==> config.mk <==
export PLATFORM = sky130hd
export DESIGN_NAME = frame_dirty_rect_detect
export DESIGN_NICKNAME = d
export VERILOG_FILES = /design/src/hdl/dfrd_pkg.sv /design/src/hdl/dfrd_front.sv /design/src/hdl/dfrd_fifo.sv /design/src/hdl/dfrd_div.sv /design/src/hdl/dfrd_back.sv /design/src/hdl/frame_dirty_rect_detect.sv
export SDC_FILE = /design/constraint.sdc
export NUM_CORES = 1
export LEC_CHECK = 0
export ABC_AREA = 1
export BUFFER_PORTS_ARGS = -buffer_cell sky130_fd_sc_hd__buf_2
export CAP_MARGIN = 20
export CORE_ASPECT_RATIO = 0.75
export CORE_UTILIZATION = 45
export CTS_CLUSTER_DIAMETER = 100
export DETAILED_ROUTE_END_ITERATION = 10
export PLACE_DENSITY = 0.67
export SYNTH_ARGS = -nofsm -noshare
export SYNTH_HDL_FRONTEND = slang
export SYNTH_SLANG_ARGS = --single-unit
==> constraint.sdc <==
create_clock -name clk -period 8.15 [get_ports clk]
set_input_delay 0.4075 -clock clk [delete_from_list [all_inputs] [get_ports clk]]
set_output_delay 0.4075 -clock clk [all_outputs]
set_load 0.02 [all_outputs]
==> src/hdl/dfrd_pkg.sv <==
// Shared widths, register codes and structs for the dirty-rectangle detector.
package dfrd_pkg;

  localparam int DEF_MAX_WIDTH  = 2048;
  localparam int DEF_MAX_HEIGHT = 2048;

  localparam int PIX_W    = 8;
  localparam int ROW_W    = 11;
  localparam int COL_W    = 13;
  localparam int BPP_W    = 6;
  localparam int DIM_W    = 12;
  localparam int OUT_W    = 11;
  localparam int STRIDE_W = 16;
  localparam int NUM_W    = COL_W + 3;  // byte column scaled to bits

  localparam int IN_DATA_W  = 2 * PIX_W + ROW_W + COL_W;
  localparam int OUT_BOX_W  = 4 * OUT_W;
  localparam int OUT_DATA_W = ((OUT_BOX_W + 7) / 8) * 8;
  localparam int OUT_USER_W = 2;
  localparam int CFG_IDX_W  = 2;
  localparam int CFG_DATA_W = 12;

  localparam int FIFO_DEPTH = 4;
  localparam int MARGIN     = 5;  // report margin in rows and pixels
  localparam int ROW_PITCH  = 5;  // only every fifth row is sampled

  typedef enum logic [CFG_IDX_W-1:0] {
    REG_BPP    = 2'd0,
    REG_HEIGHT = 2'd1,
    REG_WIDTH  = 2'd2
  } cfg_reg_t;

  localparam logic [BPP_W-1:0] RST_BPP    = 6'd8;
  localparam logic [DIM_W-1:0] RST_HEIGHT = 12'd768;
  localparam logic [DIM_W-1:0] RST_WIDTH  = 12'd1024;

  // effective frame geometry, already clamped
  typedef struct packed {
    logic [DIM_W-1:0]    height;
    logic [DIM_W-1:0]    width;
    logic [BPP_W-1:0]    bpp;
    logic [STRIDE_W-1:0] stride;
  } geom_t;

  // queue entry: a sampled difference and/or the frame end
  typedef struct packed {
    logic [ROW_W-1:0] row;
    logic [COL_W-1:0] col;
    logic             hit;
    logic             last;
  } item_t;

  typedef struct packed {
    logic             changed;
    logic             full;
    logic [OUT_W-1:0] top;
    logic [OUT_W-1:0] bottom;
    logic [OUT_W-1:0] left;
    logic [OUT_W-1:0] right;
  } rpt_t;

endpackage

==> src/hdl/dfrd_front.sv <==
// Front end: accepts input beats, picks sampled differing bytes and frame ends.
module dfrd_front (
  input  logic                           in_tvalid,
  output logic                           in_tready,
  input  logic [dfrd_pkg::IN_DATA_W-1:0] in_tdata,
  input  logic                           in_tlast,
  input  dfrd_pkg::geom_t                geom,
  input  logic                           hold,
  input  logic                           q_full,
  output logic                           q_push,
  output dfrd_pkg::item_t                q_item
);
  import dfrd_pkg::*;

  logic [PIX_W-1:0] cur_b;
  logic [PIX_W-1:0] prev_b;
  logic [ROW_W-1:0] row;
  logic [COL_W-1:0] col;
  logic [5:0]       rmod;
  logic             hit;

  assign cur_b  = in_tdata[PIX_W-1:0];
  assign prev_b = in_tdata[2*PIX_W-1:PIX_W];
  assign row    = in_tdata[2*PIX_W+ROW_W-1:2*PIX_W];
  assign col    = in_tdata[IN_DATA_W-1:2*PIX_W+ROW_W];

  // row mod 5: 16 = 1 (mod 5), so sum the hex digits, then fold
  always_comb begin
    rmod = 6'(row[3:0]) + 6'(row[7:4]) + 6'(row[10:8]);
    if (rmod >= 6'(4 * ROW_PITCH)) rmod = rmod - 6'(4 * ROW_PITCH);
    if (rmod >= 6'(2 * ROW_PITCH)) rmod = rmod - 6'(2 * ROW_PITCH);
    if (rmod >= 6'(ROW_PITCH))     rmod = rmod - 6'(ROW_PITCH);
  end

  assign hit = ({1'b0, row} < geom.height) && (STRIDE_W'(col) < geom.stride) &&
               (rmod == 6'd0) && !col[0] && (cur_b != prev_b);

  assign in_tready   = !q_full && !hold;
  assign q_push      = in_tvalid && in_tready && (hit || in_tlast);
  assign q_item.row  = row;
  assign q_item.col  = col;
  assign q_item.hit  = hit;
  assign q_item.last = in_tlast;

endmodule

==> src/hdl/dfrd_fifo.sv <==
// Short queue between front end and back end.
module dfrd_fifo (
  input  logic            clk,
  input  logic            rst_n,
  input  logic            push,
  input  dfrd_pkg::item_t push_item,
  input  logic            pop,
  output dfrd_pkg::item_t pop_item,
  output logic            full,
  output logic            empty
);
  import dfrd_pkg::*;

  localparam int AW = $clog2(FIFO_DEPTH);
  localparam int CW = $clog2(FIFO_DEPTH + 1);

  item_t         mem_r [FIFO_DEPTH];
  logic [AW-1:0] wr_ptr_r, wr_ptr_nxt;
  logic [AW-1:0] rd_ptr_r, rd_ptr_nxt;
  logic [CW-1:0] cnt_r, cnt_nxt;

  assign full     = (cnt_r == CW'(FIFO_DEPTH));
  assign empty    = (cnt_r == '0);
  assign pop_item = mem_r[rd_ptr_r];

  always_comb begin
    wr_ptr_nxt = wr_ptr_r;
    rd_ptr_nxt = rd_ptr_r;
    cnt_nxt    = cnt_r;
    if (push) begin
      wr_ptr_nxt = (wr_ptr_r == AW'(FIFO_DEPTH - 1)) ? '0 : wr_ptr_r + 1'b1;
    end
    if (pop) begin
      rd_ptr_nxt = (rd_ptr_r == AW'(FIFO_DEPTH - 1)) ? '0 : rd_ptr_r + 1'b1;
    end
    if (push && !pop) cnt_nxt = cnt_r + 1'b1;
    else if (pop && !push) cnt_nxt = cnt_r - 1'b1;
  end

  always_ff @(posedge clk) begin
    if (!rst_n) begin
      wr_ptr_r <= '0;
      rd_ptr_r <= '0;
      cnt_r    <= '0;
    end else begin
      wr_ptr_r <= wr_ptr_nxt;
      rd_ptr_r <= rd_ptr_nxt;
      cnt_r    <= cnt_nxt;
    end
  end

  always_ff @(posedge clk) begin
    if (push) mem_r[wr_ptr_r] <= push_item;
  end

endmodule

==> src/hdl/dfrd_div.sv <==
// Two-lane restoring divider, one quotient bit per cycle, shared divisor.
module dfrd_div (
  input  logic                       clk,
  input  logic                       rst_n,
  input  logic                       start,
  input  logic [dfrd_pkg::NUM_W-1:0] num_a,
  input  logic [dfrd_pkg::NUM_W-1:0] num_b,
  input  logic [dfrd_pkg::BPP_W-1:0] den,
  output logic                       done,
  output logic [dfrd_pkg::NUM_W-1:0] quo_a,
  output logic [dfrd_pkg::NUM_W-1:0] quo_b
);
  import dfrd_pkg::*;

  localparam int NW   = NUM_W;
  localparam int DW   = BPP_W;
  localparam int CNTW = $clog2(NW);

  logic [NW-1:0]   qa_r, qb_r;
  logic [DW-1:0]   ra_r, rb_r;
  logic [DW-1:0]   den_r;
  logic [CNTW-1:0] cnt_r;
  logic            run_r, done_r;
  logic [DW:0]     sa, sb;
  logic            ga, gb;

  assign sa = {ra_r, qa_r[NW-1]};
  assign sb = {rb_r, qb_r[NW-1]};
  assign ga = (sa >= {1'b0, den_r});
  assign gb = (sb >= {1'b0, den_r});

  assign done  = done_r;
  assign quo_a = qa_r;
  assign quo_b = qb_r;

  always_ff @(posedge clk) begin
    if (!rst_n) begin
      run_r  <= 1'b0;
      done_r <= 1'b0;
      cnt_r  <= '0;
    end else begin
      done_r <= 1'b0;
      if (start) begin
        run_r <= 1'b1;
        cnt_r <= CNTW'(NW - 1);
      end else if (run_r) begin
        cnt_r <= cnt_r - 1'b1;
        if (cnt_r == '0) begin
          run_r  <= 1'b0;
          done_r <= 1'b1;
        end
      end
    end
  end

  always_ff @(posedge clk) begin
    if (start) begin
      qa_r  <= num_a;
      qb_r  <= num_b;
      ra_r  <= '0;
      rb_r  <= '0;
      den_r <= den;
    end else if (run_r) begin
      qa_r <= {qa_r[NW-2:0], ga};
      qb_r <= {qb_r[NW-2:0], gb};
      ra_r <= ga ? DW'(sa - {1'b0, den_r}) : DW'(sa);
      rb_r <= gb ? DW'(sb - {1'b0, den_r}) : DW'(sb);
    end
  end

endmodule

==> src/hdl/dfrd_back.sv <==
// Back end: widens the tracked box and builds the per-frame report.
module dfrd_back (
  input  logic            clk,
  input  logic            rst_n,
  input  dfrd_pkg::geom_t geom,
  input  logic            depth_chg,
  input  logic            q_empty,
  input  dfrd_pkg::item_t q_item,
  output logic            q_pop,
  output logic            out_valid,
  input  logic            out_ready,
  output dfrd_pkg::rpt_t  out_rpt
);
  import dfrd_pkg::*;

  typedef enum logic [1:0] {S_IDLE, S_DIV, S_REPORT} state_t;

  state_t           state_r, state_nxt;
  item_t            ent_r, ent_nxt;
  logic             first_r, first_nxt;
  logic             any_r, any_nxt;
  logic [DIM_W-1:0] tt_r, tt_nxt, tb_r, tb_nxt, tl_r, tl_nxt, tr_r, tr_nxt;
  logic             ovld_r, ovld_nxt;
  rpt_t             rpt_r, rpt_nxt;

  logic             div_go, div_done;
  logic [NUM_W-1:0] num_a, num_b, quo_a, quo_b;

  logic [DIM_W-1:0] h1, w1, row12, top_c, bot_c, lc, rc;
  logic [NUM_W:0]   rc_wide;
  logic [DIM_W-1:0] rtop, rleft;
  logic [DIM_W:0]   rbot_w, rright_w;
  logic [DIM_W-1:0] rbot, rright;

  assign h1 = geom.height - 1'b1;
  assign w1 = geom.width - 1'b1;

  // left edge uses byte j-2, right edge byte j (both scaled by 8 bits)
  assign num_b = {q_item.col, 3'b000};
  assign num_a = (q_item.col < COL_W'(2)) ? '0 : {q_item.col - COL_W'(2), 3'b000};

  dfrd_div u_div (
    .clk   (clk),
    .rst_n (rst_n),
    .start (div_go),
    .num_a (num_a),
    .num_b (num_b),
    .den   (geom.bpp),
    .done  (div_done),
    .quo_a (quo_a),
    .quo_b (quo_b)
  );

  // box candidates for the current difference
  always_comb begin
    row12   = {1'b0, ent_r.row};
    top_c   = (row12 > DIM_W'(MARGIN)) ? row12 - DIM_W'(MARGIN) : '0;
    bot_c   = ((row12 + DIM_W'(MARGIN)) >= geom.height) ? h1 : row12;
    lc      = (quo_a > NUM_W'(w1)) ? w1 : quo_a[DIM_W-1:0];
    rc_wide = {1'b0, quo_b} + 1'b1;
    rc      = (rc_wide > (NUM_W + 1)'(w1)) ? w1 : rc_wide[DIM_W-1:0];
  end

  // margin and clamp for the report
  always_comb begin
    rtop     = (tt_r > DIM_W'(MARGIN)) ? tt_r - DIM_W'(MARGIN) : '0;
    if (rtop > h1) rtop = h1;
    rbot_w   = {1'b0, tb_r} + (DIM_W + 1)'(MARGIN);
    rbot     = (rbot_w > {1'b0, h1}) ? h1 : rbot_w[DIM_W-1:0];
    rleft    = (tl_r > DIM_W'(MARGIN)) ? tl_r - DIM_W'(MARGIN) : '0;
    if (rleft > w1) rleft = w1;
    rright_w = {1'b0, tr_r} + (DIM_W + 1)'(MARGIN);
    rright   = (rright_w > {1'b0, w1}) ? w1 : rright_w[DIM_W-1:0];
  end

  always_comb begin
    state_nxt = state_r;
    ent_nxt   = ent_r;
    first_nxt = first_r;
    any_nxt   = any_r;
    tt_nxt    = tt_r;
    tb_nxt    = tb_r;
    tl_nxt    = tl_r;
    tr_nxt    = tr_r;
    ovld_nxt  = ovld_r;
    rpt_nxt   = rpt_r;
    q_pop     = 1'b0;
    div_go    = 1'b0;
    if (ovld_r && out_ready) ovld_nxt = 1'b0;
    case (state_r)
      S_IDLE: begin
        if (!q_empty) begin
          q_pop   = 1'b1;
          ent_nxt = q_item;
          if (q_item.hit && !first_r) begin
            div_go    = 1'b1;
            state_nxt = S_DIV;
          end else if (q_item.last) begin
            state_nxt = S_REPORT;
          end
        end
      end
      S_DIV: begin
        if (div_done) begin
          if (!any_r || row12 < tt_r) tt_nxt = top_c;
          if (!any_r || row12 > tb_r) tb_nxt = bot_c;
          if (!any_r || lc < tl_r) tl_nxt = lc;
          if (!any_r || rc > tr_r) tr_nxt = rc;
          any_nxt   = 1'b1;
          state_nxt = ent_r.last ? S_REPORT : S_IDLE;
        end
      end
      S_REPORT: begin
        if (!ovld_r || out_ready) begin
          ovld_nxt = 1'b1;
          if (first_r) begin
            rpt_nxt.changed = 1'b1;
            rpt_nxt.full    = 1'b1;
            rpt_nxt.top     = '0;
            rpt_nxt.bottom  = h1[OUT_W-1:0];
            rpt_nxt.left    = '0;
            rpt_nxt.right   = w1[OUT_W-1:0];
          end else if (!any_r) begin
            rpt_nxt = '0;
          end else begin
            rpt_nxt.changed = 1'b1;
            rpt_nxt.full    = 1'b0;
            rpt_nxt.top     = rtop[OUT_W-1:0];
            rpt_nxt.bottom  = rbot[OUT_W-1:0];
            rpt_nxt.left    = rleft[OUT_W-1:0];
            rpt_nxt.right   = rright[OUT_W-1:0];
          end
          first_nxt = 1'b0;
          any_nxt   = 1'b0;
          tt_nxt    = '0;
          tb_nxt    = '0;
          tl_nxt    = '0;
          tr_nxt    = '0;
          state_nxt = S_IDLE;
        end
      end
      default: state_nxt = S_IDLE;
    endcase
    if (depth_chg) begin
      first_nxt = 1'b1;
      any_nxt   = 1'b0;
      tt_nxt    = '0;
      tb_nxt    = '0;
      tl_nxt    = '0;
      tr_nxt    = '0;
    end
  end

  always_ff @(posedge clk) begin
    if (!rst_n) begin
      state_r <= S_IDLE;
      first_r <= 1'b1;
      any_r   <= 1'b0;
      tt_r    <= '0;
      tb_r    <= '0;
      tl_r    <= '0;
      tr_r    <= '0;
      ovld_r  <= 1'b0;
    end else begin
      state_r <= state_nxt;
      ent_r   <= ent_nxt;
      first_r <= first_nxt;
      any_r   <= any_nxt;
      tt_r    <= tt_nxt;
      tb_r    <= tb_nxt;
      tl_r    <= tl_nxt;
      tr_r    <= tr_nxt;
      ovld_r  <= ovld_nxt;
      rpt_r   <= rpt_nxt;
    end
  end

  assign out_valid = ovld_r;
  assign out_rpt   = rpt_r;

endmodule

==> src/hdl/frame_dirty_rect_detect.sv <==
// Top level of the frame dirty-rectangle detector.
//
//  channel | dir | handshake            | payload
//  --------+-----+----------------------+------------------------------------------
//  in_     | in  | in_tvalid/in_tready  | tdata: cur, prev, row, byte_col; tlast: end
//  out_    | out | out_tvalid/out_tready| tdata: top, bottom, left, right;
//          |     |                      | tuser: changed, full_frame
//  cfg_    | in  | cfg_valid/cfg_ready  | cfg_index 0 bpp, 1 height, 2 width
//
// Bytes that are not sampled differences go through in one cycle each while
// the queue has room and input is not held. For a sampled differing byte the
// back end waits on the two-lane divider (byte*8/bpp), one cycle per quotient
// bit, 16 bits. A 4-entry queue parts front and back; the input stalls when it fills or while held.
// The report is held in an output register; the back end stalls on it.
// Reset is synchronous, active low; input is held off in the cycle after reset
// and after every config write while the row stride settles.
module frame_dirty_rect_detect
  import dfrd_pkg::*;
#(
  parameter int MAX_WIDTH  = DEF_MAX_WIDTH,
  parameter int MAX_HEIGHT = DEF_MAX_HEIGHT
) (
  input  logic                            clk,
  input  logic                            rst_n,
  input  logic                            in_tvalid,
  output logic                            in_tready,
  // [7:0] cur_byte, [15:8] prev_byte, [26:16] row, [39:27] byte_col
  input  logic [dfrd_pkg::IN_DATA_W-1:0]  in_tdata,
  input  logic                            in_tlast,   // frame_end
  output logic                            out_tvalid,
  input  logic                            out_tready,
  // [10:0] box_top, [21:11] box_bottom, [32:22] box_left, [43:33] box_right, rest 0
  output logic [dfrd_pkg::OUT_DATA_W-1:0] out_tdata,
  // [0] changed, [1] full_frame
  output logic [dfrd_pkg::OUT_USER_W-1:0] out_tuser,
  input  logic                            cfg_valid,
  output logic                            cfg_ready,
  input  logic [dfrd_pkg::CFG_IDX_W-1:0]  cfg_index,
  input  logic [dfrd_pkg::CFG_DATA_W-1:0] cfg_data
);

  localparam logic [DIM_W:0] MAX_H = (DIM_W + 1)'(MAX_HEIGHT);
  localparam logic [DIM_W:0] MAX_W = (DIM_W + 1)'(MAX_WIDTH);

  logic [BPP_W-1:0]    bpp_r;
  logic [DIM_W-1:0]    fh_r, fw_r;
  logic                hold_r;
  logic [STRIDE_W-1:0] stride_r;
  logic                cfg_we, depth_chg;
  logic [DIM_W:0]      h_cl, w_cl;
  logic [BPP_W-1:0]    b_eff;
  logic [DIM_W+BPP_W-1:0] w_bits;
  logic [DIM_W+BPP_W:0] bits_row;
  geom_t               geom;

  logic  q_full, q_empty, q_push, q_pop;
  item_t q_in, q_out;
  rpt_t  rpt;

  assign cfg_ready = 1'b1;
  assign cfg_we    = cfg_valid && cfg_ready;
  assign depth_chg = cfg_we && (cfg_reg_t'(cfg_index) == REG_BPP) &&
                     (cfg_data[BPP_W-1:0] != bpp_r);

  // zero acts as one, above the maximum acts as the maximum
  always_comb begin
    h_cl = (fh_r == '0) ? (DIM_W + 1)'(1) : {1'b0, fh_r};
    if (h_cl > MAX_H) h_cl = MAX_H;
    w_cl = (fw_r == '0) ? (DIM_W + 1)'(1) : {1'b0, fw_r};
    if (w_cl > MAX_W) w_cl = MAX_W;
    b_eff = (bpp_r == '0) ? BPP_W'(1) : bpp_r;
  end

  // row stride in bytes, rounded up to whole 32-bit words
  assign w_bits      = (DIM_W + BPP_W)'(w_cl[DIM_W-1:0]) * (DIM_W + BPP_W)'(b_eff);
  assign bits_row    = {1'b0, w_bits} + (DIM_W + BPP_W + 1)'(31);
  assign geom.height = h_cl[DIM_W-1:0];
  assign geom.width  = w_cl[DIM_W-1:0];
  assign geom.bpp    = b_eff;
  assign geom.stride = stride_r;

  always_ff @(posedge clk) begin
    if (!rst_n) begin
      bpp_r  <= RST_BPP;
      fh_r   <= RST_HEIGHT;
      fw_r   <= RST_WIDTH;
      hold_r <= 1'b1;
    end else begin
      hold_r <= cfg_we;
      if (cfg_we) begin
        case (cfg_reg_t'(cfg_index))
          REG_BPP:    bpp_r <= cfg_data[BPP_W-1:0];
          REG_HEIGHT: fh_r  <= cfg_data[DIM_W-1:0];
          REG_WIDTH:  fw_r  <= cfg_data[DIM_W-1:0];
          default:    ;
        endcase
      end
    end
  end

  always_ff @(posedge clk) begin
    stride_r <= STRIDE_W'({bits_row[DIM_W+BPP_W:5], 2'b00});
  end

  dfrd_front u_front (
    .in_tvalid (in_tvalid),
    .in_tready (in_tready),
    .in_tdata  (in_tdata),
    .in_tlast  (in_tlast),
    .geom      (geom),
    .hold      (hold_r),
    .q_full    (q_full),
    .q_push    (q_push),
    .q_item    (q_in)
  );

  dfrd_fifo u_fifo (
    .clk       (clk),
    .rst_n     (rst_n),
    .push      (q_push),
    .push_item (q_in),
    .pop       (q_pop),
    .pop_item  (q_out),
    .full      (q_full),
    .empty     (q_empty)
  );

  dfrd_back u_back (
    .clk       (clk),
    .rst_n     (rst_n),
    .geom      (geom),
    .depth_chg (depth_chg),
    .q_empty   (q_empty),
    .q_item    (q_out),
    .q_pop     (q_pop),
    .out_valid (out_tvalid),
    .out_ready (out_tready),
    .out_rpt   (rpt)
  );

  assign out_tdata = OUT_DATA_W'({rpt.right, rpt.left, rpt.bottom, rpt.top});
  assign out_tuser = {rpt.full, rpt.changed};

endmodule

==> results of run 1 <==
[area by class of cell]
cell class | count | area, um2 | area share [%]
Clock buffer | 41 | 940 | 3.82
Inverter | 368 | 1380 | 5.62
Clock inverter | 23 | 314 | 1.28
Tap cell | 639 | 800 | 3.25
Sequential cell | 325 | 8480 | 34.5
Multi-Input combinational cell | 1855 | 12000 | 48.7
Timing Repair Buffer | 129 | 716 | 2.91
[cell usage in the layout (no fill, tap or decap), types with 5 or more instances in the layout]
| cell type | Yosys | routed |
|---|---|---|
| nand2_1 | 479 | 479 |
| inv_1 | 361 | 361 |
| ha_1 | 235 | 235 |
| a21oi_1 | 197 | 197 |
| edfxtp_1 | 197 | 197 |
| nor2_1 | 200 | 193 |
| o21ai_0 | 172 | 172 |
| dfxtp_1 | 128 | 128 |
| buf_2 | 6 | 108 |
| nand3_1 | 99 | 99 |
| xor2_1 | 73 | 73 |
| fa_1 | 47 | 47 |
| o22ai_1 | 42 | 42 |
| o211ai_1 | 41 | 41 |
| nor3_1 | 40 | 40 |
| nand4_1 | 38 | 38 |
| clkbuf_16 | 0 | 36 |
| xnor2_1 | 20 | 20 |
| buf_4 | 5 | 19 |
| a211oi_1 | 18 | 18 |
| o21ai_1 | 14 | 14 |
| nor2_2 | 9 | 11 |
| a31oi_1 | 11 | 11 |
| a32o_1 | 11 | 11 |
| conb_1 | 2 | 11 |
| nor4_1 | 9 | 9 |
| clkinv_2 | 0 | 9 |
| nand2_2 | 7 | 7 |
| o21ai_2 | 7 | 7 |
| nor2_4 | 2 | 7 |
| a21oi_4 | 6 | 6 |
| bufinv_16 | 0 | 6 |
| nand3b_1 | 5 | 5 |
| a21boi_0 | 5 | 5 |
[cells by family (layout without fill, tap and decap cells)]
group	count (synthesis)	in the layout	share of synthesized area [%]
other	2	11	0.0340
buffers and inverters	450	561	7.83
AO/OA/AOI/OAI	557	557	14.8
adder cells (fa/ha/maj)	282	282	17.6
flip-flops	325	325	38.4
XOR/XNOR	93	93	3.69
AND/OR/NAND/NOR	912	912	17.7
[report_power, final]
part / switching [mW] / leakage [nW] / total [mW] / internal [mW]
Combinational: 2.12 / 7.47 / 3.22 / 1.09
Clock: 0.702 / 0.607 / 1.73 / 1.03
Sequential: 0.225 / 2.84 / 2.23 / 2.00
[Yosys cell counts (11+ instances only)]
cell | count | area share [%]
nand2_1 | 479 | 8.1
inv_1 | 361 | 6.1
ha_1 | 235 | 13
nor2_1 | 200 | 3.4
a21oi_1 | 197 | 4.5
edfxtp_1 | 197 | 27
o21ai_0 | 172 | 3.9
dfxtp_1 | 128 | 12
nand3_1 | 99 | 2.2
xor2_1 | 73 | 2.9
clkbuf_1 | 64 | 1.1
fa_1 | 47 | 4.3
o22ai_1 | 42 | 1.2
o211ai_1 | 41 | 1.4
nor3_1 | 40 | 0.91
nand4_1 | 38 | 1.1
xnor2_1 | 20 | 0.79
a211oi_1 | 18 | 0.61
o21ai_1 | 14 | 0.32
a31oi_1 | 11 | 0.31
a32o_1 | 11 | 0.50
[worst min-delay path by stage]
stage / startpoint / end / slack [ps] / depth (start not counted)
after floorplan: u_back.tb_r[11]$_SDFFE_PP0P_ / u_back.tb_r[11]$_SDFFE_PP0P_ / 420 / 2
after global placement: u_back.tb_r[11]$_SDFFE_PP0P_ / u_back.tb_r[11]$_SDFFE_PP0P_ / 440 / 2
after detailed placement: u_back.tb_r[11]$_SDFFE_PP0P_ / u_back.tb_r[11]$_SDFFE_PP0P_ / 430 / 2
after CTS: in_tlast / u_fifo.mem_r[0][0]$_DFFE_PP_ / 70 / 1
after global routing: in_tlast / u_fifo.mem_r[2][0]$_DFFE_PP_ / 80 / 1
final: in_tlast / u_fifo.mem_r[0][0]$_DFFE_PP_ / 90 / 1
[stage by stage]
| step | setup WS (ps) | power [mW] | utilization, % |
|---|---|---|---|
| after floorplan | 2590 | 4.54 | - |
| after global placement | 2030 | 5.32 | 48.6 |
| after detailed placement | 1960 | 5.42 | 48.7 |
| after CTS | 1910 | 7.16 | 51.3 |
| after global routing | 1150 | 7.75 | 51.3 |
| final | 1890 | 7.18 | 51.3 |
[worst reg2reg max path: cells and delay by family, from the launching register on]
| family | cells | cell delay, ps |
|---|---|---|
| AND/OR/NAND/NOR | 11 | 2570 |
| adder cells (fa/ha/maj) | 3 | 870 |
| AO/OA/AOI/OAI | 11 | 1400 |
| buffers and inverters | 2 | 490 |
| XOR/XNOR | 1 | 340 |
| flip-flops | 1 | 520 |
[metal layers]
layer	up-vias	wire length (um)	GRT usage (%)
met5	-	28	0
met4	4	884	4.43
met3	72	4290	3.73
met2	601	24400	34.4
met1	8809	29100	36.1
li1	9089	-	-
[state kept, by name (all words and copies together), names as in the netlist, 2 cells and up, named ones only]
register and flops:
u_back.u_div.rb_r 6, stride_r 14, u_back.u_div.quo_a 16, u_back.out_rpt 46
u_back.u_div.den_r 6, u_back.u_div.cnt_r 4, u_back.tb_r 12, u_back.ent_r 12
u_back.u_div.quo_b 16, fw_r 12, u_back.tl_r 12, bpp_r 6
u_back.tr_r 12, u_back.u_div.ra_r 6, u_back.state_r 2, u_fifo.cnt_r 3
u_fifo.rd_ptr_r 2, u_fifo.mem_r 104, u_fifo.wr_ptr_r 2, fh_r 12
u_back.tt_r 12
==> results by group, run 1 <==
Drt
  • Residual DRC: 0
  • Post-DRT Antenna Nets: 0
  • WL per Instance: 17.3 um
  • Pre-antenna DRT Iters: 5
  • Routed wire length: 58600 um
  • Initial drt markers: 1646
  • Routed via count: 18575
  • Avg Vias per Cell: 5.50

Clocking
  • Clk buf depth: 3
  • Num CTS Buffers: 35
  • Hold-fix buffer count after cts: 0
  • Clock Sink Count: 325
  • Worst-path clk slew: 60 ps
  • Clock tree root buffer cell: clkbuf_16
  • Number of H-tree levels: 2
  • Clock latency at the later pin of the worst-skew pair: 560 ps
  • Postcts setup bufs: 0
  • Post-CTS resize count: 0
  • CTS tree: built

STA
  • Unrepaired setup endpoints after global routing: false
  • Worst hold margin: 88.3 ps
  • Final-report max-slew violation count: 0
  • Final period util: 76.9%
  • Final hold viol count: 0
  • Final Critical Period: 6260 ps
  • Max-slew headroom: 31.5%
  • Final Setup Violations: 0
  • Fin Setup TNS: 0 ps
  • Worst-Margin Slew: 1030 ps
  • Peak Freq: 0.160 GHz
  • Fin Clk Skew: 30.2 ps

Setup path
  • Reg2Reg Capture Point: u_back.tr_r[0]$_SDFFE_PP0P_
  • Reg-to-Reg Start: fw_r[11]$_SDFFE_PN0P_
  • Worst endpoint required time: 8620 ps
  • CP Capture Type: flip-flop
  • Critical Path Fanout Max: 24
  • Worst Setup SP: fw_r[11]$_SDFFE_PN0P_
  • CP delay by family, top: simple AND/OR/NAND/NOR gates
  • Worst path depth: 28
  • Worst endpoint data arrival time: 6730 ps
  • Worst path max stage delay: 810 ps
  • CP max-delay cell: nor2_1
  • R2r setup slk: 1890 ps
  • R2R depth: 28
  • Crit Path Class: flip-flop to flip-flop
  • Critical Path Sink: u_back.tr_r[0]$_SDFFE_PP0P_
  • CP startpoint kind: flip-flop
  • Critical path buffers and inverters: 2
  • Cell mode on critical path: nand2_1

Floorplanning
  • Die height: 194 um
  • Die ar.: 0.0500 mm2
  • Row count: 69
  • Starting Density: 46.1%
  • DIE WIDTH: 258 um
  • Io pins: 113
  • Core area: 0.0479 mm2

Run status
  • Run status: finished, final reports clean

Synthesis
  • EDFF count, synth: 197
  • Synth Flop Type: edfxtp_1
  • Asr flop ratio synth: 0%
  • Synth warn: 0
  • Register area share after synthesis: 38.4%
  • Mapped Avg Cell Area: 8.43 um2
  • #FFs+latches synth: 325
  • Distinct cells, synth: 65
  • Post-Synthesis Cell Area: 0.0221 mm2
  • Cells after Synth: 2621

Placement
  • I/O Buffers: 107
  • Detailed Place HPWL: 44800 um
  • Placed Cells: 3314
  • RePlAce Congestion: 0.925
  • Post-DP Area: 0.0233 mm2

GRT
  • Vias in the first global route: 17411
  • GR Util All Layers: 23.4%
  • Largest net degree at the start of global routing: 54
  • Grt total ovfl: 0
  • Global-route wire length before repair: 94300 um
  • Antenna violations before repair: 2

Finish
  • Diode count: 0
  • Fill cells: 4442
  • Non-filler cells, final: 3380
  • Nets: 3056
  • Final Instance Area: 0.0246 mm2
  • Share of cells above drive strength 1: 9.16%
  • Area grow syn2layout: 11.3%

Pwr
  • Worst VDD drop: 166 uV
  • Power Dens Cells: 292 mW/mm2
  • Leakage power: 10.9 nW

Flow run
  • Max-cap viol count: 0

Hold path
  • Hold WC Path Type: input port to flip-flop
Power figures use the tool's default switching activity.
==> run 2: changes to the inputs <==
- clock period: 8.15 -> 6.2 ns (I/O delays scaled with it)
==> run 2 against run 1 <==
Via count rose by 0.93%. Count of clock-buffer cells in the layout rose by 4. Hold slack got worse by 76 ps.
==> results by group, run 2 (synthesis results as in run 1) <==
Finish
  • Most frequent cells in the layout: nand2_1, inv_1, ha_1, a21oi_1, edfxtp_1
  • Share of cells above drive strength 1: 10.1% (+0.99 points)
  • Non-filler cells, final: 3411 (+0.92%)
  • Commonest non-fill, non-tap cell in the layout: nand2_1
  • Finished Core Util: 51.8% (+0.48 points)
  • Area grow syn2layout: 12.3%
  • Nets: 3083 (+0.88%)
  • Final Instance Area: 0.0248 mm2 (+0.94%)
  • Largest register FFs: 104 (unchanged)
  • Biggest register: u_fifo.mem_r

Setup path
  • Worst endpoint required time: 6670 ps (-1950 ps)
  • Critical Path Fanout Max: 24 (unchanged)
  • CP Capture Type: flip-flop
  • R2R depth: 32 (+14%)
  • Worst endpoint data arrival time: 6100 ps (-630 ps)
  • CP startpoint kind: flip-flop
  • Worst Setup SP: fw_r[6]$_SDFFE_PN0P_
  • Cell mode on critical path: nand2_1
  • Reg-to-Reg Start: fw_r[6]$_SDFFE_PN0P_
  • CP max-delay cell: ha_1
  • Crit Path Class: flip-flop to flip-flop
  • Worst path max stage delay: 390 ps (-420 ps)

Placement
  • RePlAce Congestion: 0.941 (+1.8%)
  • Placed Cells: 3337 (+0.69%)
  • Post-DP Area: 0.0235 mm2 (+0.65%)
  • I/O Buffers: 107 (unchanged)
  • Detailed Place HPWL: 44400 um (-0.75%)
  • Worst slack at placement: 227 ps (-1730 ps)

Clocking
  • Num CTS Buffers: 37 (+5.7%)
  • Clock tree root buffer cell: clkbuf_16
  • Clock latency at the later pin of the worst-skew pair: 550 ps (about the same)
  • Clk buf depth: 3 (unchanged)
  • Clock Sink Count: 325 (unchanged)
  • Worst-path clk slew: 60 ps (about the same)
  • CTS tree: built
  • Number of H-tree levels: 2 (unchanged)

Drt
  • Routed wire length: 58600 um (about the same)
  • Post-DRT Antenna Nets: 0 (unchanged)
  • Initial drt markers: 1726 (+4.9%)
  • Pre-antenna DRT Iters: 6 (+1)
  • WL per Instance: 17.2 um (-0.96%)
  • Routed via count: 18747 (+0.93%)
  • Avg Vias per Cell: 5.50 (about the same)
  • Residual DRC: 0 (unchanged)

STA
  • Final-report max-slew violation count: 0 (unchanged)
  • Peak Freq: 0.178 GHz (+11%)
  • Unrepaired setup endpoints after global routing: false
  • Worst hold margin: 12.2 ps (-76.1 ps)
  • Max-slew headroom: 29.9% (-1.6 points)
  • Fin Setup TNS: 0 ps (unchanged)
  • Final Critical Period: 5630 ps (-638 ps)
  • Fin Clk Skew: 12.9 ps (-17.3 ps)
  • Worst-Margin Slew: 1040 ps (+14.9 ps)
  • Final hold viol count: 0 (unchanged)
  • Final period util: 90.7% (+14 points)
  • Setup ws final: 575 ps (-1310 ps)
  • Final Setup Violations: 0 (unchanged)

GRT
  • Met3 Track Usage GR: 4.05% (+0.33 points)
  • Grt total ovfl: 0 (unchanged)
  • GR Util All Layers: 23.4% (-0.030 points)
  • Global routing met2 resource utilization: 34.1% (-0.26 points)
  • M1 GR Usage: 35.7% (-0.48 points)
  • Antenna violations before repair: 6 (+4)
  • Largest net degree at the start of global routing: 53 (-1.9%)
  • Vias in the first global route: 17486 (+0.43%)
  • Layer with the highest usage: met1
  • Global-route wire length before repair: 93900 um (-0.35%)

Pwr
  • Pwr Total: 9.47 mW (+32%)
  • Comb pwr share: 45.3% (+0.4 points)
  • Sw frac: 42.7% (+0.22 points)
  • Power Internal: 5.42 mW (+31%)
  • Power Dens Cells: 382 mW/mm2 (+31%)
  • Power share of the sequential group: 30.8% (-0.2 points)
  • Leakage power: 11.1 nW (+1.2%)
  • Worst VDD drop: 202 uV (+22%)
  • P_sw: 4.05 mW (+33%)
  • Power share of the clock group: 23.9% (-0.2 points)

Hold path
  • WHS Path Cells: 1 (unchanged)
  • Worst Hold Launch: in_tdata[39]
  • Hold WC Path Type: input port to flip-flop

Floorplanning
  • Core area: 0.0479 mm2 (unchanged)
  • Die ar.: 0.0500 mm2 (unchanged)
  • Row count: 69 (unchanged)
  • Io pins: 113 (unchanged)
  • Die height: 194 um (unchanged)
  • DIE WIDTH: 258 um (unchanged)
  • Starting Density: 46.1% (unchanged)

Flow run
  • Max-cap viol count: 0 (unchanged)

Run status
  • Run status: finished, final reports clean
run 2: cell count changes in the layout (fill, tap and decap cells not counted), moves of 3 or more:
cell and delta:
nand2_2 +3, nor2_4 -4, nand2_1 -3, nor2_2 +4, clkinv_2 -4, buf_4 +23
run 2: routing by layer:
layer,routed length [um],part of all wire (%)
met5,49,0.084
met4,1160,2.0
met3,4780,8.1
met2,24100,41
met1,28600,49
run 2: critical path: cells and delay by family (launching register included):
| family | cells | cell delay (ps) |
|---|---|---|
| adder cells (fa/ha/maj) | 3 | 890 |
| AO/OA/AOI/OAI | 9 | 1050 |
| flip-flops | 1 | 330 |
| XOR/XNOR | 1 | 270 |
| buffers and inverters | 4 | 760 |
| AND/OR/NAND/NOR | 15 | 2240 |
run 2: final timing paths:
| path | endpoint | slack (ps) |
|---|---|---|
| worst max-delay path | u_back.tr_r[0]$_SDFFE_PP0P_ | 570 |
| worst min-delay path | u_fifo.mem_r[2][14]$_DFFE_PP_ | 10 |
| worst max register to register | u_back.tr_r[0]$_SDFFE_PP0P_ | 570 |
| worst min register to register | u_back.tb_r[11]$_SDFFE_PP0P_ | 450 |
run 2: cell type report:
cell class                 count  area, um2
multi-input combinational   1855      12000
antenna                        2       5.00
clock buffer                  45        996
clock inverter                23        274
inverter                     368       1380
tap                          639        800
fill                        4471      23100
sequential                   325       8480
timing repair buffer         154        915
run 2: timing repair:
item,CTS,global route
endpoints found under the hold margin,8,0
setup buffers,0,0
hold buffers,2,0
setup endpoints to repair,0,24
resized for setup,0,6
run 2: power by group through the flow:
stage	clock network [mW]	logic (mW)	registers [mW]
5_1_grt	2.39	4.87	2.95
4_1_cts	2.30	4.22	2.91
3_5_place_dp	0	4.18	2.96
6_report	2.27	4.29	2.92
2_1_floorplan	0	3.07	2.89
3_3_place_gp	0	4.02	2.95
